$ cat src/rtl/lrd_pkg.sv
// package: types, constants and crc step for the log record deframer
package lrd_pkg;

  localparam int MAX_BODY_BYTES_DEF = 65536;
  localparam int RECORD_HEADER_BYTES = 17;
  localparam int QUEUE_DEPTH = 4;

  typedef enum logic [2:0] {
    PH_HDR,
    PH_LEN,
    PH_CRC,
    PH_BODY,
    PH_IDLE
  } phase_t;

  typedef enum logic [1:0] {
    KIND_PAYLOAD = 2'd0,
    KIND_RECORD  = 2'd1,
    KIND_STOP    = 2'd2
  } kind_t;

  localparam logic [2:0] ST_OK        = 3'd0;
  localparam logic [2:0] ST_SKIPPED   = 3'd1;
  localparam logic [2:0] ST_CRC       = 3'd2;
  localparam logic [2:0] ST_BAD_LEN   = 3'd3;
  localparam logic [2:0] ST_BAD_MAGIC = 3'd4;
  localparam logic [2:0] ST_BAD_VER   = 3'd5;
  localparam logic [2:0] ST_TRUNC     = 3'd6;

  localparam logic [2:0] REG_FROM_SEQ = 3'd0;
  localparam logic [2:0] REG_MAGIC    = 3'd1;
  localparam logic [2:0] REG_VERSION  = 3'd2;
  localparam logic [2:0] REG_MAX_LEN  = 3'd3;

  typedef struct packed {
    logic [1:0]  kind;
    logic [7:0]  payload_byte;
    logic [63:0] sequence_number;
    logic [63:0] time_stamp;
    logic [7:0]  op_code;
    logic [15:0] payload_count;
    logic [2:0]  status;
    logic [31:0] replayed_total;
    logic        last_of_run;
  } res_t;

  typedef struct packed {
    logic wr0;
    logic wr1;
  } qwr_t;

  function automatic logic [31:0] crc_byte(input logic [31:0] c, input logic [7:0] b);
    logic [31:0] x;
    x = c ^ {24'd0, b};
    for (int k = 0; k < 8; k++) begin
      x = x[0] ? ((x >> 1) ^ 32'hEDB88320) : (x >> 1);
    end
    return x;
  endfunction

endpackage

$ cat src/rtl/lrd_front.sv
// front: byte parser that turns each input byte into up to two results
module lrd_front #(
  parameter int MAX_BODY_BYTES = lrd_pkg::MAX_BODY_BYTES_DEF
) (
  input  logic               clk,
  input  logic               rst_n,
  input  logic               take,
  input  logic [7:0]         data_byte,
  input  logic               segment_start,
  input  logic               segment_end,
  input  logic [63:0]        seq_floor,
  input  logic [31:0]        segment_magic,
  input  logic [31:0]        segment_version,
  input  logic [16:0]        max_body_length,
  output lrd_pkg::qwr_t      qwr,
  output lrd_pkg::res_t      res0,
  output lrd_pkg::res_t      res1
);
  import lrd_pkg::*;

  localparam int IW = $clog2(MAX_BODY_BYTES + 1);

  phase_t       phase_r, phase_nxt;
  logic [IW-1:0] idx_r, idx_nxt;
  logic [31:0]  hw_r, hw_nxt, lw_r, lw_nxt, ce_r, ce_nxt, crc_r, crc_nxt;
  logic [63:0]  seq_r, seq_nxt, tm_r, tm_nxt;
  logic [7:0]   op_r, op_nxt;
  logic         skip_r, skip_nxt;
  logic [31:0]  cnt_r, cnt_nxt;

  logic [1:0]   n;
  res_t         e [2];
  res_t         r;

  function automatic logic mid(input phase_t p, input logic [IW-1:0] i);
    logic m;
    m = 1'b1;
    if (p == PH_IDLE) m = 1'b0;
    if ((p == PH_HDR || p == PH_LEN) && i == '0) m = 1'b0;
    return m;
  endfunction

  always_comb begin
    phase_nxt = phase_r;
    idx_nxt   = idx_r;
    hw_nxt    = hw_r;
    lw_nxt    = lw_r;
    ce_nxt    = ce_r;
    crc_nxt   = crc_r;
    seq_nxt   = seq_r;
    tm_nxt    = tm_r;
    op_nxt    = op_r;
    skip_nxt  = skip_r;
    cnt_nxt   = cnt_r;
    n         = 2'd0;
    e[0]      = '0;
    e[1]      = '0;
    r         = '0;

    if (segment_start) begin
      if (mid(phase_nxt, idx_nxt)) begin
        r = '0;
        r.kind = KIND_STOP;
        r.status = ST_TRUNC;
        r.replayed_total = cnt_nxt;
        e[n[0]] = r;
        n = n + 2'd1;
      end
      phase_nxt = PH_HDR;
      idx_nxt   = '0;
      hw_nxt    = '0;
      lw_nxt    = '0;
      ce_nxt    = '0;
      crc_nxt   = '1;
      seq_nxt   = '0;
      tm_nxt    = '0;
      op_nxt    = '0;
      skip_nxt  = 1'b0;
    end

    unique case (phase_nxt)
      PH_HDR: begin
        hw_nxt[{idx_nxt[1:0], 3'b000} +: 8] = hw_nxt[{idx_nxt[1:0], 3'b000} +: 8] | data_byte;
        idx_nxt = idx_nxt + IW'(1);
        if (idx_nxt == IW'(4)) begin
          if (hw_nxt != segment_magic) begin
            r = '0;
            r.kind = KIND_STOP;
            r.status = ST_BAD_MAGIC;
            r.replayed_total = cnt_nxt;
            e[n[0]] = r;
            n = n + 2'd1;
            phase_nxt = PH_IDLE;
            idx_nxt = '0;
          end else begin
            hw_nxt = '0;
          end
        end else if (idx_nxt >= IW'(8)) begin
          if (hw_nxt != segment_version) begin
            r = '0;
            r.kind = KIND_STOP;
            r.status = ST_BAD_VER;
            r.replayed_total = cnt_nxt;
            e[n[0]] = r;
            n = n + 2'd1;
            phase_nxt = PH_IDLE;
            idx_nxt = '0;
          end else begin
            phase_nxt = PH_LEN;
            idx_nxt = '0;
            lw_nxt = '0;
            ce_nxt = '0;
            crc_nxt = '1;
            seq_nxt = '0;
            tm_nxt = '0;
            op_nxt = '0;
            skip_nxt = 1'b0;
          end
        end
      end
      PH_LEN: begin
        lw_nxt[{idx_nxt[1:0], 3'b000} +: 8] = lw_nxt[{idx_nxt[1:0], 3'b000} +: 8] | data_byte;
        idx_nxt = idx_nxt + IW'(1);
        if (idx_nxt >= IW'(4)) begin
          phase_nxt = PH_CRC;
          idx_nxt = '0;
        end
      end
      PH_CRC: begin
        ce_nxt[{idx_nxt[1:0], 3'b000} +: 8] = ce_nxt[{idx_nxt[1:0], 3'b000} +: 8] | data_byte;
        idx_nxt = idx_nxt + IW'(1);
        if (idx_nxt >= IW'(4)) begin
          if (lw_nxt < 32'(RECORD_HEADER_BYTES) || lw_nxt > {15'd0, max_body_length} ||
              lw_nxt > 32'(MAX_BODY_BYTES)) begin
            r = '0;
            r.kind = KIND_STOP;
            r.status = ST_BAD_LEN;
            r.replayed_total = cnt_nxt;
            e[n[0]] = r;
            n = n + 2'd1;
            phase_nxt = PH_IDLE;
            idx_nxt = '0;
          end else begin
            phase_nxt = PH_BODY;
            idx_nxt = '0;
          end
        end
      end
      PH_BODY: begin
        crc_nxt = crc_byte(crc_nxt, data_byte);
        if (idx_nxt < IW'(8)) begin
          seq_nxt[{idx_nxt[2:0], 3'b000} +: 8] = data_byte;
        end else if (idx_nxt < IW'(16)) begin
          tm_nxt[{idx_nxt[2:0], 3'b000} +: 8] = data_byte;
        end else if (idx_nxt == IW'(16)) begin
          op_nxt = data_byte;
          skip_nxt = seq_nxt < seq_floor;
        end else if (!skip_nxt) begin
          r = '0;
          r.kind = KIND_PAYLOAD;
          r.payload_byte = data_byte;
          r.sequence_number = seq_nxt;
          r.time_stamp = tm_nxt;
          r.op_code = op_nxt;
          r.status = ST_OK;
          r.replayed_total = cnt_nxt;
          e[n[0]] = r;
          n = n + 2'd1;
        end
        idx_nxt = idx_nxt + IW'(1);
        if (32'(idx_nxt) >= lw_nxt) begin
          if (~crc_nxt != ce_nxt) begin
            r = '0;
            r.kind = KIND_STOP;
            r.status = ST_CRC;
            r.replayed_total = cnt_nxt;
            e[n[0]] = r;
            n = n + 2'd1;
            phase_nxt = PH_IDLE;
            idx_nxt = '0;
          end else begin
            if (!skip_nxt && cnt_nxt != '1) cnt_nxt = cnt_nxt + 32'd1;
            r = '0;
            r.kind = KIND_RECORD;
            r.sequence_number = seq_nxt;
            r.time_stamp = tm_nxt;
            r.op_code = op_nxt;
            r.payload_count = 16'(lw_nxt - 32'(RECORD_HEADER_BYTES));
            r.status = skip_nxt ? ST_SKIPPED : ST_OK;
            r.replayed_total = cnt_nxt;
            e[n[0]] = r;
            n = n + 2'd1;
            phase_nxt = PH_LEN;
            idx_nxt = '0;
            lw_nxt = '0;
            ce_nxt = '0;
            crc_nxt = '1;
            seq_nxt = '0;
            tm_nxt = '0;
            op_nxt = '0;
            skip_nxt = 1'b0;
          end
        end
      end
      default: begin
      end
    endcase

    if (segment_end) begin
      if (mid(phase_nxt, idx_nxt)) begin
        r = '0;
        r.kind = KIND_STOP;
        r.status = ST_TRUNC;
        r.replayed_total = cnt_nxt;
        e[n[0]] = r;
        n = n + 2'd1;
      end
      phase_nxt = PH_IDLE;
      idx_nxt = '0;
    end

    if (n == 2'd1) e[0].last_of_run = 1'b1;
    if (n == 2'd2) e[1].last_of_run = 1'b1;
  end

  assign qwr.wr0 = take && (n != 2'd0);
  assign qwr.wr1 = take && (n == 2'd2);
  assign res0 = e[0];
  assign res1 = e[1];

  always_ff @(posedge clk) begin
    if (!rst_n) begin
      phase_r <= PH_HDR;
      idx_r   <= '0;
      hw_r    <= '0;
      lw_r    <= '0;
      ce_r    <= '0;
      crc_r   <= '1;
      seq_r   <= '0;
      tm_r    <= '0;
      op_r    <= '0;
      skip_r  <= 1'b0;
      cnt_r   <= '0;
    end else if (take) begin
      phase_r <= phase_nxt;
      idx_r   <= idx_nxt;
      hw_r    <= hw_nxt;
      lw_r    <= lw_nxt;
      ce_r    <= ce_nxt;
      crc_r   <= crc_nxt;
      seq_r   <= seq_nxt;
      tm_r    <= tm_nxt;
      op_r    <= op_nxt;
      skip_r  <= skip_nxt;
      cnt_r   <= cnt_nxt;
    end
  end

endmodule

$ cat src/rtl/lrd_queue.sv
// short result queue between parser and output stage, up to two writes a cycle
module lrd_queue (
  input  logic          clk,
  input  logic          rst_n,
  input  lrd_pkg::qwr_t qwr,
  input  lrd_pkg::res_t wdata0,
  input  lrd_pkg::res_t wdata1,
  input  logic          pop,
  output logic          not_empty,
  output logic          room2,
  output lrd_pkg::res_t rdata
);
  import lrd_pkg::*;

  localparam int PW = $clog2(QUEUE_DEPTH);

  res_t          mem_r [QUEUE_DEPTH];
  logic [PW-1:0] wptr_r, wptr_nxt, rptr_r, rptr_nxt;
  logic [PW:0]   count_r, count_nxt;
  logic [PW-1:0] wptr1;

  assign wptr1 = wptr_r + PW'(1);
  assign not_empty = count_r != '0;
  assign room2 = count_r <= (PW+1)'(QUEUE_DEPTH - 2);
  assign rdata = mem_r[rptr_r];

  always_comb begin
    wptr_nxt  = wptr_r + PW'(qwr.wr0) + PW'(qwr.wr1);
    rptr_nxt  = rptr_r + PW'(pop);
    count_nxt = count_r + (PW+1)'(qwr.wr0) + (PW+1)'(qwr.wr1) - (PW+1)'(pop);
  end

  always_ff @(posedge clk) begin
    if (qwr.wr0) mem_r[wptr_r] <= wdata0;
    if (qwr.wr1) mem_r[wptr1] <= wdata1;
  end

  always_ff @(posedge clk) begin
    if (!rst_n) begin
      wptr_r  <= '0;
      rptr_r  <= '0;
      count_r <= '0;
    end else begin
      wptr_r  <= wptr_nxt;
      rptr_r  <= rptr_nxt;
      count_r <= count_nxt;
    end
  end

endmodule

$ cat src/rtl/lrd_back.sv
// back: output register that hands results to the sink
module lrd_back (
  input  logic          clk,
  input  logic          rst_n,
  input  logic          q_not_empty,
  input  lrd_pkg::res_t q_data,
  output logic          q_pop,
  output logic          out_valid,
  input  logic          out_ready,
  output lrd_pkg::res_t out_res
);
  import lrd_pkg::*;

  logic valid_r, valid_nxt;
  res_t res_r;

  assign q_pop = q_not_empty && (!valid_r || out_ready);
  assign valid_nxt = q_pop || (valid_r && !out_ready);
  assign out_valid = valid_r;
  assign out_res = res_r;

  always_ff @(posedge clk) begin
    if (!rst_n) valid_r <= 1'b0;
    else valid_r <= valid_nxt;
  end

  always_ff @(posedge clk) begin
    if (q_pop) res_r <= q_data;
  end

endmodule

$ cat src/rtl/log_record_deframer_crc32.sv
// Log record deframer: takes one segment byte per cycle (tuser marks segment start, tlast
// segment end), checks the 8-byte segment header, parses length/crc-prefixed records and
// streams payload bytes with a record verdict or a segment stop verdict (kind in tuser).
// A byte is taken every cycle while the four-entry result queue has room for two results;
// the crc is updated one byte per cycle. Results leave through a registered output stage,
// one per cycle while the sink is ready. Registers sit at byte addresses 0, 8, 16, 24.
module log_record_deframer_crc32 #(
  parameter int MAX_BODY_BYTES = lrd_pkg::MAX_BODY_BYTES_DEF
) (
  input  logic         clk,
  input  logic         rst_n,
  input  logic         in_tvalid,
  output logic         in_tready,
  input  logic [7:0]   in_tdata,   // data_byte
  input  logic         in_tuser,   // segment_start
  input  logic         in_tlast,   // segment_end
  output logic         out_tvalid,
  input  logic         out_tready,
  // payload_byte, sequence_number, time_stamp, op_code, payload_count, status,
  // replayed_total, zero pad
  output logic [199:0] out_tdata,
  output logic [1:0]   out_tuser,  // kind
  output logic         out_tlast,  // last_of_run
  input  logic         cfg_psel,
  input  logic         cfg_penable,
  input  logic         cfg_pwrite,
  input  logic [4:0]   cfg_paddr,
  input  logic [63:0]  cfg_pwdata,
  output logic [63:0]  cfg_prdata,
  output logic         cfg_pready
);
  import lrd_pkg::*;

  logic [63:0] from_seq_r;
  logic [31:0] magic_r, version_r;
  logic [16:0] max_len_r;
  logic        cfg_wr;
  logic [2:0]  cfg_idx;

  qwr_t qwr;
  res_t res0, res1, q_data, o_res;
  logic q_not_empty, q_room2, q_pop, take;

  assign cfg_pready = 1'b1;
  assign cfg_wr = cfg_psel && cfg_penable && cfg_pwrite;
  assign cfg_idx = {1'b0, cfg_paddr[4:3]};

  always_ff @(posedge clk) begin
    if (!rst_n) begin
      from_seq_r <= '0;
      magic_r    <= '0;
      version_r  <= 32'd1;
      max_len_r  <= 17'd65536;
    end else if (cfg_wr) begin
      unique case (cfg_idx)
        REG_FROM_SEQ: from_seq_r <= cfg_pwdata;
        REG_MAGIC:    magic_r <= cfg_pwdata[31:0];
        REG_VERSION:  version_r <= cfg_pwdata[31:0];
        REG_MAX_LEN:  max_len_r <= cfg_pwdata[16:0];
        default: begin
        end
      endcase
    end
  end

  always_comb begin
    unique case (cfg_idx)
      REG_FROM_SEQ: cfg_prdata = from_seq_r;
      REG_MAGIC:    cfg_prdata = {32'd0, magic_r};
      REG_VERSION:  cfg_prdata = {32'd0, version_r};
      REG_MAX_LEN:  cfg_prdata = {47'd0, max_len_r};
      default:      cfg_prdata = '0;
    endcase
  end

  assign in_tready = q_room2;
  assign take = in_tvalid && q_room2;

  lrd_front #(.MAX_BODY_BYTES(MAX_BODY_BYTES)) u_front (
    .clk(clk), .rst_n(rst_n), .take(take),
    .data_byte(in_tdata), .segment_start(in_tuser), .segment_end(in_tlast),
    .seq_floor(from_seq_r), .segment_magic(magic_r),
    .segment_version(version_r), .max_body_length(max_len_r),
    .qwr(qwr), .res0(res0), .res1(res1)
  );

  lrd_queue u_queue (
    .clk(clk), .rst_n(rst_n), .qwr(qwr), .wdata0(res0), .wdata1(res1),
    .pop(q_pop), .not_empty(q_not_empty), .room2(q_room2), .rdata(q_data)
  );

  lrd_back u_back (
    .clk(clk), .rst_n(rst_n), .q_not_empty(q_not_empty), .q_data(q_data),
    .q_pop(q_pop), .out_valid(out_tvalid), .out_ready(out_tready), .out_res(o_res)
  );

  assign out_tdata = {5'd0, o_res.replayed_total, o_res.status, o_res.payload_count,
                      o_res.op_code, o_res.time_stamp, o_res.sequence_number,
                      o_res.payload_byte};
  assign out_tuser = o_res.kind;
  assign out_tlast = o_res.last_of_run;

  a_kind_valid: assert property (@(posedge clk) disable iff (!rst_n)
    out_tvalid |-> (out_tuser == KIND_PAYLOAD || out_tuser == KIND_RECORD ||
                    out_tuser == KIND_STOP))
    else $error("undefined result kind");

  a_payload_status: assert property (@(posedge clk) disable iff (!rst_n)
    out_tvalid && out_tuser == KIND_PAYLOAD |-> out_tdata[162:160] == ST_OK)
    else $error("payload result with status");

  a_stop_clean: assert property (@(posedge clk) disable iff (!rst_n)
    out_tvalid && out_tuser == KIND_STOP |-> out_tdata[159:0] == '0)
    else $error("stop result carries record fields");

  a_reset_idle: assert property (@(posedge clk) $past(!rst_n) |-> !out_tvalid)
    else $error("result valid right after reset");

endmodule
$ cat config.mk
export PLATFORM = sky130hd
export DESIGN_NAME = log_record_deframer_crc32
export DESIGN_NICKNAME = d
export VERILOG_FILES = /design/src/rtl/lrd_pkg.sv /design/src/rtl/lrd_front.sv /design/src/rtl/lrd_queue.sv /design/src/rtl/lrd_back.sv /design/src/rtl/log_record_deframer_crc32.sv
export SDC_FILE = /design/constraint.sdc
export NUM_CORES = 2
export LEC_CHECK = 0
export ABC_AREA = 1
export BUFFER_PORTS_ARGS = -buffer_cell sky130_fd_sc_hd__buf_2
export CELL_PAD_IN_SITES_DETAIL_PLACEMENT = 1
export CELL_PAD_IN_SITES_GLOBAL_PLACEMENT = 2
export CORE_UTILIZATION = 39
export CTS_BUF_LIST = sky130_fd_sc_hd__clkbuf_8
export DETAILED_ROUTE_END_ITERATION = 10
export GPL_TIMING_DRIVEN = 0
export PLACE_DENSITY = 0.8
export REMOVE_ABC_BUFFERS = 1
export SLEW_MARGIN = 20
export SYNTH_ARGS = -nofsm -noshare
export SYNTH_HDL_FRONTEND = slang
export SYNTH_SLANG_ARGS = --single-unit
$ cat constraint.sdc
create_clock -name clk -period 15.6 [get_ports clk]
set_input_delay 3.12 -clock clk [delete_from_list [all_inputs] [get_ports clk]]
set_output_delay 3.12 -clock clk [all_outputs]
set_load 0.01 [all_outputs]
==> flow_summary_export.csv <==
group,metric,value,unit
status,status,"complete, no violations",
yosys,synth_warnings,0,
sta,finalHoldViolations,0,
sta,setup_viol,0,
grt,antenna_found_initial,20,
routing,dr.pass1.iters,6,
worst_setup_path,crit_fanout,89,
sta,period_share,0.885,
placement,place_congestion,0.918,
routing,ant_nets,0,
yosys,seq_area_frac_synth,0.454,
yosys,synth.cell_area,86300,um2
power_and_ir_drop,fin_total_pwr,0.0150,W
power_and_ir_drop,seqPwrFrac,0.365,
placement,io_buffers,346,
worst_setup_path,worstSetupStartpointType,"input port",
yosys,synth_edf_count,990,
floorplan,chipWidth,472,um
floorplan,rows,172,
clock_tree,htreeDepth,5,
grt,grt_max_degree,134,
power_and_ir_drop,ir_drop,0.131,mV
routing,via_per_inst,6.09,
sta,fin_tns_setup,0,ns
yosys,synthesis.area_per_instance,7.70,um2
routing,remaining_drc_errors,0,
clock_tree,clock_path_buffers,4,
floorplan,fp.dieArea,223000,um2
sta,slew_headroom,0.184,
clock_tree,cts_buffers,292,
grt,grt_usage,0.335,
sta,slew_viol_final,0,
finish,layout_common_cells,"2943 x nand2_1, 990 x o21ai_0, 990 x edfxtp_1",
power_and_ir_drop,powerDensity,152,nW/um2
grt,grt_overflow,0,
worst_setup_path,crit_arrival,14.72,ns
routing,dr.first_iter.drc_count,7795,
routing,via_count,87300,
routing,wl_per_cell,26.7,um
sta,rsz0062_at_grt,"no",
placement,hpwl,257000,um
clock_tree,postCtsSetupBuffers,0,
power_and_ir_drop,switching_power,0.00619,W
sta,tightest_slew,1.21,ns
worst_setup_path,worst_path_max_delay_cell,"clkinv_1",
clock_tree,cts_tree,"yes",
finish,syn2layout_area_growth,14.3,%
routing,drt-total-wl,383000,um
placement,place_area,93200,um2
worst_setup_path,path_common_cell,"nand2_1",
run,cap_violations,0,
power_and_ir_drop,power.leakage,40.3,nW
grt,grt_pass1_wl,568000,um
clock_tree,hold_buffers,0,
sta,period_needed,13.81,ns
worst_setup_path,cp.required,16.51,ns
finish,final_common_cell,"nand2_1",
yosys,async_flop_share,0,
finish,fin_cells,14300,
min_path,hold_path_class,"reg2reg",
worst_setup_path,cp_slowest_stage_delay,1.27,ns
clock_tree,clkSinkCount,1460,
yosys,synthFlopType,"edfxtp_1",
worst_setup_path,path_class,"in2reg",
worst_setup_path,cp-end-kind,"flop",
placement,dp_cells,13800,
power_and_ir_drop,internal-power,0.00877,W
power_and_ir_drop,power_frac_comb,0.377,
sta,skew,0.0896,ns
yosys,syn_inst,11200,
floorplan,start_util,0.393,
yosys,ys_types,63,
clock_tree,insertion_delay,1.11,ns
clock_tree,clk_pin_slew,0.05,ns
clock_tree,cts-root-buf,"clkbuf_8",
floorplan,fp.dieH,472,um
finish,stdcell_area,98700,um2
clock_tree,cts_resized,0,
power_and_ir_drop,swShare,0.414,
floorplan,core_area,220000,um2
power_and_ir_drop,clock_power_share,0.258,
finish,fin_nets,11400,
grt,grt_pass1_vias,88800,
finish,post_route_cells_drive_above_1_share,0.0997,
yosys,ys_ff_latch,1460,
sta,max_freq,0.0724,GHz
floorplan,ios,356,
==> cells in the mapped netlist (all sizes together) (2+ instances only) <==
master      n  area share
nand3b     20      0.0017
a221o      12      0.0014
nor4b       2     0.00020
buf       325       0.021
a21oi     454       0.026
nand2    2969        0.13
o211ai    197       0.017
nand3     373       0.022
nor3       80      0.0049
clkbuf    624       0.027
o21a        8     0.00070
dfxtp     470        0.11
a21boi      3     0.00026
o2111ai    56      0.0057
o311ai      5     0.00051
o21ai    1040       0.060
edfxtp    990        0.34
inv       842       0.037
a211oi    136       0.012
a221oi     38      0.0039
nor2     1004       0.045
a311oi      9     0.00091
a22oi       2     0.00017
o221ai    140       0.014
fa          3     0.00070
clkinv     13     0.00057
nand4     809       0.059
conb        2    0.000087
xnor2       5     0.00051
o32ai      25      0.0025
o31ai      16      0.0014
a31oi      61      0.0044
o22ai     261       0.019
xor2       61      0.0064
nor3b       3     0.00026
nor4       18      0.0014
or2        13     0.00094
ha        116       0.017
==> state kept, by name (all words and copies together) (netlist names), 3 cells and up <==
signal / count
u_queue.mem_r: 792
u_back.out_res: 198
from_seq_r: 64
u_front.seq_r: 64
u_front.tm_r: 64
magic_r: 32
u_front.ce_r: 32
u_front.cnt_r: 32
u_front.crc_r: 32
u_front.hw_r: 32
u_front.lw_r: 32
version_r: 32
max_len_r: 17
u_front.idx_r: 17
u_front.op_r: 8
u_front.phase_r: 3
u_queue.count_r: 3
==> worst max-delay path: cells and delay by family <==
family          cells  cell delay (ns)
fa+ha+maj           1             1.01
buf+inv            13             3.89
simple gates       19             6.07
compound gates      1             0.31
==> per-layer routing <==
| metal | vias up | global-route usage | wire, um | share of wire |
|---|---|---|---|---|
| met4 | 8 | 0.152 | 17100 | 0.045 |
| met1 | 43700 | 0.441 | 163000 | 0.43 |
| met5 | - | 0 | 56 | 0.00015 |
| met3 | 818 | 0.0505 | 26300 | 0.069 |
| li1 | 39200 | - | - | - |
| met2 | 3537 | 0.540 | 176000 | 0.46 |
==> power groups by stage <==
| stage | sequential [W] | combinational [W] | clock, W |
|---|---|---|---|
| 5_1_grt | 0.00552 | 0.00603 | 0.00407 |
| 6_report | 0.00546 | 0.00564 | 0.00385 |
| 2_1_floorplan | 0.00577 | 0.00268 | 0 |
| 4_1_cts | 0.00546 | 0.00559 | 0.00391 |
| 3_5_place_dp | 0.00553 | 0.00557 | 0 |
| 3_3_place_gp | 0.00597 | 0.00474 | 0 |
==> cell type report <==
class	instances	area, um2
antenna	6	15.0
inverter	855	3290
sequential	1460	39100
multi-input combinational	7951	40100
timing repair buffer	604	6990
clock buffer	325	4470
fill	26400	121000
clock inverter	181	987
tap	2958	3700
==> kinds of logic after synthesis <==
family,Yosys count,synth area share
other,2,0.0000870
XOR/XNOR,67,0.00713
adder cells (fa/ha/maj),119,0.0175
AO/OA/AOI/OAI,2466,0.171
flip-flops,1460,0.454
buffers and inverters,1804,0.0855
AND/OR/NAND/NOR,5293,0.265
==> per-stage QoR <==
step / util / hold slack, ns / setup WS [ns]
floorplan: - / 0.438 / -15.35
global placement: 0.399 / 0.451 / -51.12
detailed placement: 0.424 / 0.459 / 1.02
CTS: 0.449 / 0.467 / 2.12
global route: 0.449 / 0.487 / 1.55
finish: 0.449 / 0.464 / 1.79
==> final timing paths <==
| kind | startpoint | end | slack (ns) | depth (start not counted) |
|---|---|---|---|---|
| worst max-delay path | in_tuser | u_queue.mem_r[1][195]$_DFFE_PP_ | 1.79 | 34 |
| worst max register to register | u_front.idx_r[0]$_SDFFE_PN0P_ | u_queue.mem_r[1][195]$_DFFE_PP_ | 3.02 | 32 |
| worst min-delay path | u_front.ce_r[14]$_SDFFE_PN0P_ | u_front.ce_r[14]$_SDFFE_PN0P_ | 0.46 | 2 |
| worst min register to register | u_front.ce_r[14]$_SDFFE_PN0P_ | u_front.ce_r[14]$_SDFFE_PN0P_ | 0.46 | 2 |
Note: power is estimated with default switching activity, not from simulation.
